===== src/design/rvr_pkg.sv =====
package rvr_pkg;

  localparam int unsigned XLEN      = 32;
  localparam int unsigned REG_AW    = 5;
  localparam int unsigned NUM_REGS  = 32;

  // Input operation codes.
  localparam logic OP_EXEC = 1'b0;
  localparam logic OP_LOAD = 1'b1;

  // funct7 encodings of the R-type group.
  localparam logic [6:0] FUNCT7_BASE = 7'b000_0000;
  localparam logic [6:0] FUNCT7_ALT  = 7'b010_0000;

  typedef enum logic [2:0] {
    F3_ADD_SUB = 3'd0,
    F3_SLL     = 3'd1,
    F3_SLT     = 3'd2,
    F3_SLTU    = 3'd3,
    F3_XOR     = 3'd4,
    F3_SRL_SRA = 3'd5,
    F3_OR      = 3'd6,
    F3_AND     = 3'd7
  } funct3_e;

  typedef struct packed {
    logic            legal;
    logic [XLEN-1:0] value;
  } alu_res_t;

  function automatic alu_res_t alu_exec(input logic [6:0]      funct7,
                                        input logic [2:0]      funct3,
                                        input logic [XLEN-1:0] a,
                                        input logic [XLEN-1:0] b);
    alu_res_t  r;
    logic [4:0] sh;
    r.legal = 1'b0;
    r.value = '0;
    sh      = b[4:0];
    if (funct7 == FUNCT7_BASE) begin
      r.legal = 1'b1;
      case (funct3_e'(funct3))
        F3_ADD_SUB: r.value = a + b;
        F3_SLL:     r.value = a << sh;
        F3_SLT:     r.value = {{(XLEN-1){1'b0}}, ($signed(a) < $signed(b))};
        F3_SLTU:    r.value = {{(XLEN-1){1'b0}}, (a < b)};
        F3_XOR:     r.value = a ^ b;
        F3_SRL_SRA: r.value = a >> sh;
        F3_OR:      r.value = a | b;
        F3_AND:     r.value = a & b;
        default:    r.legal = 1'b0;
      endcase
    end else if (funct7 == FUNCT7_ALT) begin
      case (funct3_e'(funct3))
        F3_ADD_SUB: begin
          r.legal = 1'b1;
          r.value = a - b;
        end
        F3_SRL_SRA: begin
          r.legal = 1'b1;
          r.value = $unsigned($signed(a) >>> sh);
        end
        default: r.legal = 1'b0;
      endcase
    end
    return r;
  endfunction

endpackage


===== src/design/rv32i_rtype_execute.sv =====
// Channel   Handshake                 Payload
// input     in_valid_i / in_stall_o   operation_i, instruction_i, load_index_i, load_value_i
// output    out_valid_o / out_stall_i dest_index_o, dest_value_o, wrote_o, illegal_o
//
// One transaction per cycle while the output is not stalled. A transaction reads rs1 and
// rs2 from the register file memory at the accepting edge; when it leaves the execute
// stage it writes rd and its result is loaded into the output register at the same edge.
// Reset clears the per-entry valid bits, so every register reads as zero at once.
// A stalled output holds the executing transaction, which in turn stalls the input.
module rv32i_rtype_execute (
  input  logic        clk_i,
  input  logic        rst_ni,
  input  logic        in_valid_i,
  output logic        in_stall_o,
  input  logic        operation_i,
  input  logic [31:0] instruction_i,
  input  logic [4:0]  load_index_i,
  input  logic [31:0] load_value_i,
  output logic        out_valid_o,
  input  logic        out_stall_i,
  output logic [4:0]  dest_index_o,
  output logic [31:0] dest_value_o,
  output logic        wrote_o,
  output logic        illegal_o
);

  localparam int unsigned XLEN = rvr_pkg::XLEN;
  localparam int unsigned AW   = rvr_pkg::REG_AW;

  // Register file memory and its valid bits.
  logic [XLEN-1:0]          mem [rvr_pkg::NUM_REGS];
  logic [rvr_pkg::NUM_REGS-1:0] valid_q;

  // Execute stage.
  logic            s1_valid_q;
  logic            s1_op_q;
  logic [31:0]     s1_instr_q;
  logic [AW-1:0]   s1_load_idx_q;
  logic [XLEN-1:0] s1_load_val_q;
  logic [XLEN-1:0] rd1_q, rd2_q;
  logic            rs1_vld_q, rs2_vld_q;
  logic            rs1_fwd_q, rs2_fwd_q;
  logic [XLEN-1:0] fwd_data_q;

  // Output register.
  logic            out_valid_q;
  logic [AW-1:0]   out_dest_q;
  logic [XLEN-1:0] out_value_q;
  logic            out_wrote_q;
  logic            out_illegal_q;

  logic            in_acc;
  logic            s1_move;
  logic [AW-1:0]   rs1, rs2;
  logic [XLEN-1:0] op_a, op_b;
  rvr_pkg::alu_res_t alu_r;
  logic [AW-1:0]   ex_dest;
  logic [XLEN-1:0] ex_value;
  logic            ex_wrote;
  logic            ex_illegal;

  assign s1_move    = s1_valid_q && (!out_valid_q || !out_stall_i);
  assign in_stall_o = s1_valid_q && !s1_move;
  assign in_acc     = in_valid_i && !in_stall_o;

  assign rs1 = instruction_i[19:15];
  assign rs2 = instruction_i[24:20];

  // An operand comes from the write that retires in the same cycle it is read,
  // otherwise from the memory, and reads as zero while the entry was never written.
  always_comb begin
    if (rs1_fwd_q) begin
      op_a = fwd_data_q;
    end else if (rs1_vld_q) begin
      op_a = rd1_q;
    end else begin
      op_a = '0;
    end
    if (rs2_fwd_q) begin
      op_b = fwd_data_q;
    end else if (rs2_vld_q) begin
      op_b = rd2_q;
    end else begin
      op_b = '0;
    end
  end

  assign alu_r = rvr_pkg::alu_exec(s1_instr_q[31:25], s1_instr_q[14:12], op_a, op_b);

  always_comb begin
    if (s1_op_q == rvr_pkg::OP_LOAD) begin
      ex_dest    = s1_load_idx_q;
      ex_illegal = 1'b0;
      ex_wrote   = (s1_load_idx_q != '0);
      ex_value   = ex_wrote ? s1_load_val_q : '0;
    end else begin
      ex_dest    = s1_instr_q[11:7];
      ex_illegal = !alu_r.legal;
      ex_wrote   = alu_r.legal && (s1_instr_q[11:7] != '0);
      ex_value   = ex_wrote ? alu_r.value : '0;
    end
  end

  logic wr_en;
  assign wr_en = s1_move && ex_wrote;

  always_ff @(posedge clk_i) begin
    if (wr_en) begin
      mem[ex_dest] <= ex_value;
    end
    if (in_acc) begin
      rd1_q <= mem[rs1];
      rd2_q <= mem[rs2];
    end
  end

  always_ff @(posedge clk_i or negedge rst_ni) begin
    if (!rst_ni) begin
      valid_q <= '0;
    end else if (wr_en) begin
      valid_q[ex_dest] <= 1'b1;
    end
  end

  always_ff @(posedge clk_i or negedge rst_ni) begin
    if (!rst_ni) begin
      s1_valid_q <= 1'b0;
    end else if (in_acc) begin
      s1_valid_q <= 1'b1;
    end else if (s1_move) begin
      s1_valid_q <= 1'b0;
    end
  end

  always_ff @(posedge clk_i) begin
    if (in_acc) begin
      s1_op_q       <= operation_i;
      s1_instr_q    <= instruction_i;
      s1_load_idx_q <= load_index_i;
      s1_load_val_q <= load_value_i;
      rs1_vld_q     <= valid_q[rs1];
      rs2_vld_q     <= valid_q[rs2];
      rs1_fwd_q     <= wr_en && (ex_dest == rs1);
      rs2_fwd_q     <= wr_en && (ex_dest == rs2);
      fwd_data_q    <= ex_value;
    end
  end

  always_ff @(posedge clk_i or negedge rst_ni) begin
    if (!rst_ni) begin
      out_valid_q <= 1'b0;
    end else if (s1_move) begin
      out_valid_q <= 1'b1;
    end else if (!out_stall_i) begin
      out_valid_q <= 1'b0;
    end
  end

  always_ff @(posedge clk_i) begin
    if (s1_move) begin
      out_dest_q    <= ex_dest;
      out_value_q   <= ex_value;
      out_wrote_q   <= ex_wrote;
      out_illegal_q <= ex_illegal;
    end
  end

  assign out_valid_o  = out_valid_q;
  assign dest_index_o = out_dest_q;
  assign dest_value_o = out_value_q;
  assign wrote_o      = out_wrote_q;
  assign illegal_o    = out_illegal_q;

endmodule

===== config.mk =====
export PLATFORM = sky130hd
export DESIGN_NAME = rv32i_rtype_execute
export DESIGN_NICKNAME = d
export VERILOG_FILES = /design/src/design/rvr_pkg.sv /design/src/design/rv32i_rtype_execute.sv
export SDC_FILE = /design/constraint.sdc
export NUM_CORES = 2
export LEC_CHECK = 0
export BUFFER_PORTS_ARGS = -buffer_cell sky130_fd_sc_hd__buf_2
export CAP_MARGIN = 20
export CORE_UTILIZATION = 48
export CTS_BUF_LIST = sky130_fd_sc_hd__clkbuf_4 sky130_fd_sc_hd__clkbuf_8 sky130_fd_sc_hd__clkbuf_16
export DETAILED_ROUTE_END_ITERATION = 8
export PLACE_DENSITY = 0.76
export SLEW_MARGIN = 20
export SYNTH_ARGS = -nofsm -noshare
export SYNTH_HDL_FRONTEND = slang
export SYNTH_SLANG_ARGS = --single-unit

===== constraint.sdc =====
create_clock -name clk_i -period 6.6 [get_ports clk_i]
set_input_delay 0 -clock clk_i [delete_from_list [all_inputs] [get_ports clk_i]]
set_output_delay 0 -clock clk_i [all_outputs]
set_load 0.05 [all_outputs]

* Word level (Yosys, flattened, before mapping) *
Memories as Yosys holds them, arrays and structs flattened. A register that Yosys moved wholly into a read port is not among the register bits.
Index checks and enable logic that the tools add are counted.

storage, ports and cells
  register bits after elaboration = 179
  RAM bits = 1024
  input port bits = 74
  memories kept = 1

memories
  name  depth  bits a word  read ports  clocked after memory_dff  wr ports  RTL line                   source
  mem   32     32           2           2                         1         rv32i_rtype_execute.sv:31  logic [XLEN-1:0] mem [rvr_pkg::NUM_REGS];

cells by class
  $add $sub $neg = 2
  order comparisons = 6
  equality and inequality tests = 11
  shifts and indexed selects = 3
  mux-type cells = 26
  bitwise gates (word level) = 4
  reduce and logical (&&, ||, !) cells = 20

operators by type and width
  cell                count
  $pmux 32 s8         1
  $mux 32             7
  $mux 33             2
  $lt 32x32->1        2
  $or 32x32->32       2
  $pmux 32 s2         1
  $add 32x32->32      1
  $and 32x32->32      1
  $shl 32x5->32       1
  $shr 32x5->32       1
  $sshr 32x5->32      1
  $sub 32x32->32      1
  $xor 32x32->32      1
  $lt 5x6->1 const B  3
  $eq 3x3->1 const B  4
  $mux 1              11
  $bmux 1 s5          2
  $eq 5x5->1          2
  $reduce_bool 5->1   2
  $logic_and 1x1->1   8
  $eq 7x6->1 const B  1
  $logic_not 7->1     1
  $eq 3x2->1 const B  2
  $demux 1 s5         1
  9 further kinds     13

* Depth between registers and ports, before layout *
  word-level depth = 11
  mapped depth = 20

* Worst setup path after synthesis *
OpenSTA, ideal clock, no wires.

  path kind = reg2reg
  start point = register rs2_vld_q
  end point = register out_value_q[17], in the netlist dest_value_o[17] (data pin)
  setup time = 584 ps
  data arrival time = 5848 ps
  required time = 6016 ps
  setup slack = 167 ps
  cell stages (with the launch flop) = 16
  period minus slack after synthesis = 6433 ps
  cells stage by stage = edfxtp_1 -> nor2b_1 -> buf_2 -> a22oi_1 -> clkbuf_1 -> buf_1 -> ha_1 -> buf_2 -> or4_4 -> o21bai_4 -> a2111oi_4 -> nor2_2 -> o21ai_0 -> xnor2_1 -> nor3_1 -> o41ai_1

on the way
  longest elaborated chain between the ends = 8

RTL lines
  what                                              RTL line                      source
  start: declaration                                rv32i_rtype_execute.sv:41     logic rs1_vld_q, rs2_vld_q;
  start signal: assignment                          rv32i_rtype_execute.sv:142    rs2_vld_q <= valid_q[rs2];
  $mux 32 *                                         rv32i_rtype_execute.sv:81     end else if (rs2_vld_q) begin
  $mux 32 *                                         rv32i_rtype_execute.sv:79     if (rs2_fwd_q) begin
  $sub 32x32->32 or $sshr 32x5->32 (tied branches)  rvr_pkg.sv:57, rvr_pkg.sv:61
  $pmux 32 s2                                       rvr_pkg.sv:54                 case (funct3_e'(funct3))
  $mux 33                                           rvr_pkg.sv:53                 end else if (funct7 == FUNCT7_ALT) begin
  $mux 33 *                                         rvr_pkg.sv:40                 if (funct7 == FUNCT7_BASE) begin
  $mux 32 *                                         rv32i_rtype_execute.sv:100    ex_value = ex_wrote ? alu_r.value : '0;
  $mux 32 *                                         rv32i_rtype_execute.sv:91     if (s1_op_q == rvr_pkg::OP_LOAD) begin
  via ex_value[17]                                  rv32i_rtype_execute.sv:58     logic [XLEN-1:0] ex_value;
  end signal: assignment                            rv32i_rtype_execute.sv:162    out_value_q <= ex_value;
  end: declaration                                  rv32i_rtype_execute.sv:48     logic [XLEN-1:0] out_value_q;

Mark *: on every way through the listed nets, which the timed path passes. The rest lies on a longest branch.
A chain may end at the register's enable or synchronous reset.

* Final worst setup path *
  start point = register rs1_vld_q
  end point = register fwd_data_q[31] (data pin)

on the way
  longest elaborated chain between the ends = 8

RTL lines
  what                                              RTL line                      source
  start: declaration                                rv32i_rtype_execute.sv:41
  start signal: assignment                          rv32i_rtype_execute.sv:141    rs1_vld_q <= valid_q[rs1];
  $mux 32 *                                         rv32i_rtype_execute.sv:74     end else if (rs1_vld_q) begin
  $mux 32 *                                         rv32i_rtype_execute.sv:72     if (rs1_fwd_q) begin
  $sub 32x32->32 or $sshr 32x5->32 (tied branches)  rvr_pkg.sv:57, rvr_pkg.sv:61
  $pmux 32 s2                                       rvr_pkg.sv:54
  $mux 33                                           rvr_pkg.sv:53
  $mux 33 *                                         rvr_pkg.sv:40
  $mux 32 *                                         rv32i_rtype_execute.sv:100
  $mux 32 *                                         rv32i_rtype_execute.sv:91
  via ex_value[31]                                  rv32i_rtype_execute.sv:58
  end signal: assignment                            rv32i_rtype_execute.sv:145    fwd_data_q <= ex_value;
  end: declaration                                  rv32i_rtype_execute.sv:43     logic [XLEN-1:0] fwd_data_q;

Marked as above.

==> qor.yml <==
status:
  status: "completed"
placed_design:
  numPortBuffers: 107
  dpl_cell_area_um2: 67600
  dp_hpwl_mm: 133
  gp_congestion: 1.04
sta:
  rsz0062_at_grt: "false"
  finalSetupTns_ns: 0
  clock_skew_ns: 0.0777
  min_period_over_period_pct: 86.3
  fmax_mhz: 176
  final.min_clock_period_ns: 5.70
  worst-slew-pin-transition_ns: 1.22
  slew-limit-headroom_pct: 17.9
  drv_slew: 0
  finalHoldViolCount: 0
  setup_viol: 0
logic_synthesis:
  synth_xor_area_share_pct: 0.847
  syn_area_per_cell_um2: 16.8
  yosysWarnings: 0
  syn_area_um2: 64100
  syn_inst: 3803
  synth_flop_cell: "edfxtp_1"
  synth_compound_area_share_pct: 6.49
  ys_seq_elements: 1250
  synth-edff-count: 1216
  synth_simple_gate_area_share_pct: 3.63
  synthAdderAreaFrac_pct: 1.89
  muxShareOfSynthArea_pct: 26.4
  ys_async_sr_fraction_pct: 2.72
  synth_top_family_by_area: "multiplexers"
  ys_types: 85
  yosysSeqAreaShare_pct: 58.3
clocking:
  cts_resized: 0
  root_buffer: "clkbuf_16"
  cts.clk_slew.worst_paths_ns: 0.06
  numCtsBuffers: 134
  cts.path.max_buffers: 3
  htree_levels: 4
  cts_tree: "yes"
  clock_sinks: 1250
  insertion_delay_ns: 0.80
grt:
  grt_max_degree: 143
  grt_pass1_vias: 41900
  use_met1_pct: 42.5
  met3_usage_pct: 6.24
  grt_busiest_layer: "met2"
  grt.met2_usage_pct: 49.9
  grt_overflow_total: 0
  grt_usage_pct: 31.8
  antenna_found_initial: 2
  grt_pass1_wl_mm: 305
layout:
  layout-area-overhead-vs-synth_pct: 14.3
  antennaDiodeCount: 0
  drive_above_1_share_pct: 31.7
  finalInstanceArea_um2: 73200
  layout.nets: 4235
worst_setup_path:
  r2r_cells: 14
  end_kind: "register"
  required_ns: 7.06
  crit_start: "rs1_vld_q"
  arrival_ns: 6.16
  critPathMaxFanout: 34
  r2r_start: "rs1_vld_q"
  worst-setup-path-type: "register to register"
  critPathLaunchType: "register"
run:
  cap_violations: 0
power_and_ir_drop:
  p_seq_share_pct: 46.1
  comb_power_share_pct: 15.8
  switching_share_pct: 27.4
  powerDensity_nw_per_um2: 269
  power_frac_clock_pct: 38.1
  power_leakage_nw: 24.5
  p_sw_mw: 5.40
  p_total_mw: 19.7
  internal_power_mw: 14.3
  peakVddDrop_mv: 0.215
detailed_routing:
  vias_per_cell: 6.97
  num_vias: 41300
  wirelength_mm: 214
  first_pass_iters: 6
  drt_iter0_drc: 6358
  post_drt_wl_per_cell_um: 36.1
  drc: 0
  postRouteAntennaNets: 0
floorplanning:
  num_rows: 133
  die_h_um: 367
  die-area_um2: 135000
  num_io_pins: 115
  start_util_pct: 48.6
  die_w_um: 367
  coreArea_um2: 132000
hold_path:
  worstHoldPathCells: 4
  hp-start: "out_stall_i"
  hold_path_class: "primary input to register"
## placed cells by master (no fill, tap or decap), drive strengths merged, types with 11 or more instances in the layout
cell type and n:
ha 97, nor3 23, clkinv 69, o211ai 44
nor2b 12, dfrtp 34, nand2 161, mux2i 117
mux2 79, nand2b 11, a211oi 21, a221oi 14
inv 117, or2 34, o221ai 19, buf 262
a22o 59, dlygate4sd3 115, clkbuf 166, o22ai 13
a21oi 173, o21ai 138, mux4 660, o21bai 17
nand3 37, xnor2 55, nor2 186, a31oi 19
conb 32, o31ai 14, edfxtp 1216, a22oi 19
## Yosys cell counts, drive strengths merged (6+ instances only)
library cell	instances	area [µm²]
ha	97	1210
xor2	7	61.3
o22ai	13	81.3
a221oi	14	129
nor3	23	115
dfrtp	34	851
clkbuf	191	717
a22o	59	517
nor2	186	701
mux4	660	14900
o31ai	14	105
o21bai	17	139
nand3	37	185
a31oi	19	119
a21boi	6	48.8
or2	34	213
edfxtp	1216	36500
o21a	7	52.6
o21ai	138	691
a211o	7	61.3
a222oi	8	80.1
or4	6	52.6
mux2i	117	1170
and2	9	56.3
and3	7	43.8
a21oi	173	870
o211ai	44	335
o2111ai	6	52.6
a22oi	19	143
nor2b	12	75.1
mux2	79	890
a211oi	21	158
nand2b	11	68.8
buf	92	402
or3	7	43.8
xnor2	55	482
o221ai	19	173
nor4	9	56.3
inv	110	418
nand2	161	604
a21o	10	75.1
## critical path, stage by stage (launching register included)
cell and delay (ns):
edfxtp_1 0.44, nor2b_4 0.54, buf_4 0.27, a22o_1 0.29, ha_1 0.43, or4_4 0.55, o21bai_4 0.20, a2111oi_4 0.48
nor2_2 0.18, or4_4 0.55, a21oi_2 0.25, mux2_1 0.35, a221oi_1 0.35, o211ai_2 0.20, buf_4 0.30
## cells by family (layout without fill, tap and decap cells)
kind of cell / count (synthesis) / count (layout)
AND/OR/NAND/NOR: 515 / 515
buffers and inverters: 394 / 736
XOR/XNOR: 62 / 62
other: 1 / 32
multiplexers: 856 / 856
AO/OA/AOI/OAI: 628 / 628
adder cells (fa/ha/maj): 97 / 97
flip-flops: 1250 / 1250
## power groups by stage
stage          clock network [mW]  registers (mW)  logic, mW
3_5_place_dp                    0            9.25       2.96
3_3_place_gp                    0            9.23       2.96
6_report                     7.52            9.09       3.11
2_1_floorplan                   0            9.28       1.91
4_1_cts                      7.60            9.09       3.04
5_1_grt                      7.88            9.11       3.25
## registers in the layout, indices dropped and copies added (netlist names), 5 cells and up
register and cells:
valid_q 32, s1_load_idx_q 5, mem 1024, dest_value_o 32, s1_load_val_q 32, rd2_q 32
s1_instr_q 15, dest_index_o 5, rd1_q 32, fwd_data_q 32
## worst paths after layout
check | end | slack, ns
max in group asynchronous | out_valid_o | 6.11
min reg2reg | valid_q[0] | 0.41
max | fwd_data_q[31] | 0.90
max reg2reg | fwd_data_q[31] | 0.90
min | out_valid_o | 0.06
min in group asynchronous | valid_q[16] | 0.26
## what timing repair did
action / 4_1_cts / 5_1_grt
buffers inserted: 0 / 0
hold endpoints to repair: 117 / 0
hold buffers: 116 / 0
## layer usage
layer	part of all wire, %	routed length (µm)	vias to the layer above
met5	0.0061	13	-
met4	5.8	12400	2
met3	10	22300	639
met2	47	101000	2993
met1	37	78400	21400
li1	-	-	16300
## per-stage QoR
stage	setup WS, ns	cells	util (%)	hold slack [ns]
after floorplan	0.167	3834	-	-0.296
after global placement	1.07	5567	51.2	0.173
after detailed placement	1.05	5567	51.2	0.176
after CTS	1.02	5931	55.5	0.0259
after global routing	0.785	5931	55.5	0.0822
final	0.903	5931	55.5	0.0646
## final cells by class
class                   count  area (µm²)
repair buffers            377        3130
flip-flops and latches   1250       37400
fillers                  9976       58700
clock buffers             166        3610
multi-input cells        2190       25700
inverters                 111         422
well taps                1755        2200
clock inverters            82         856
(Power assumes the default switching activity.)
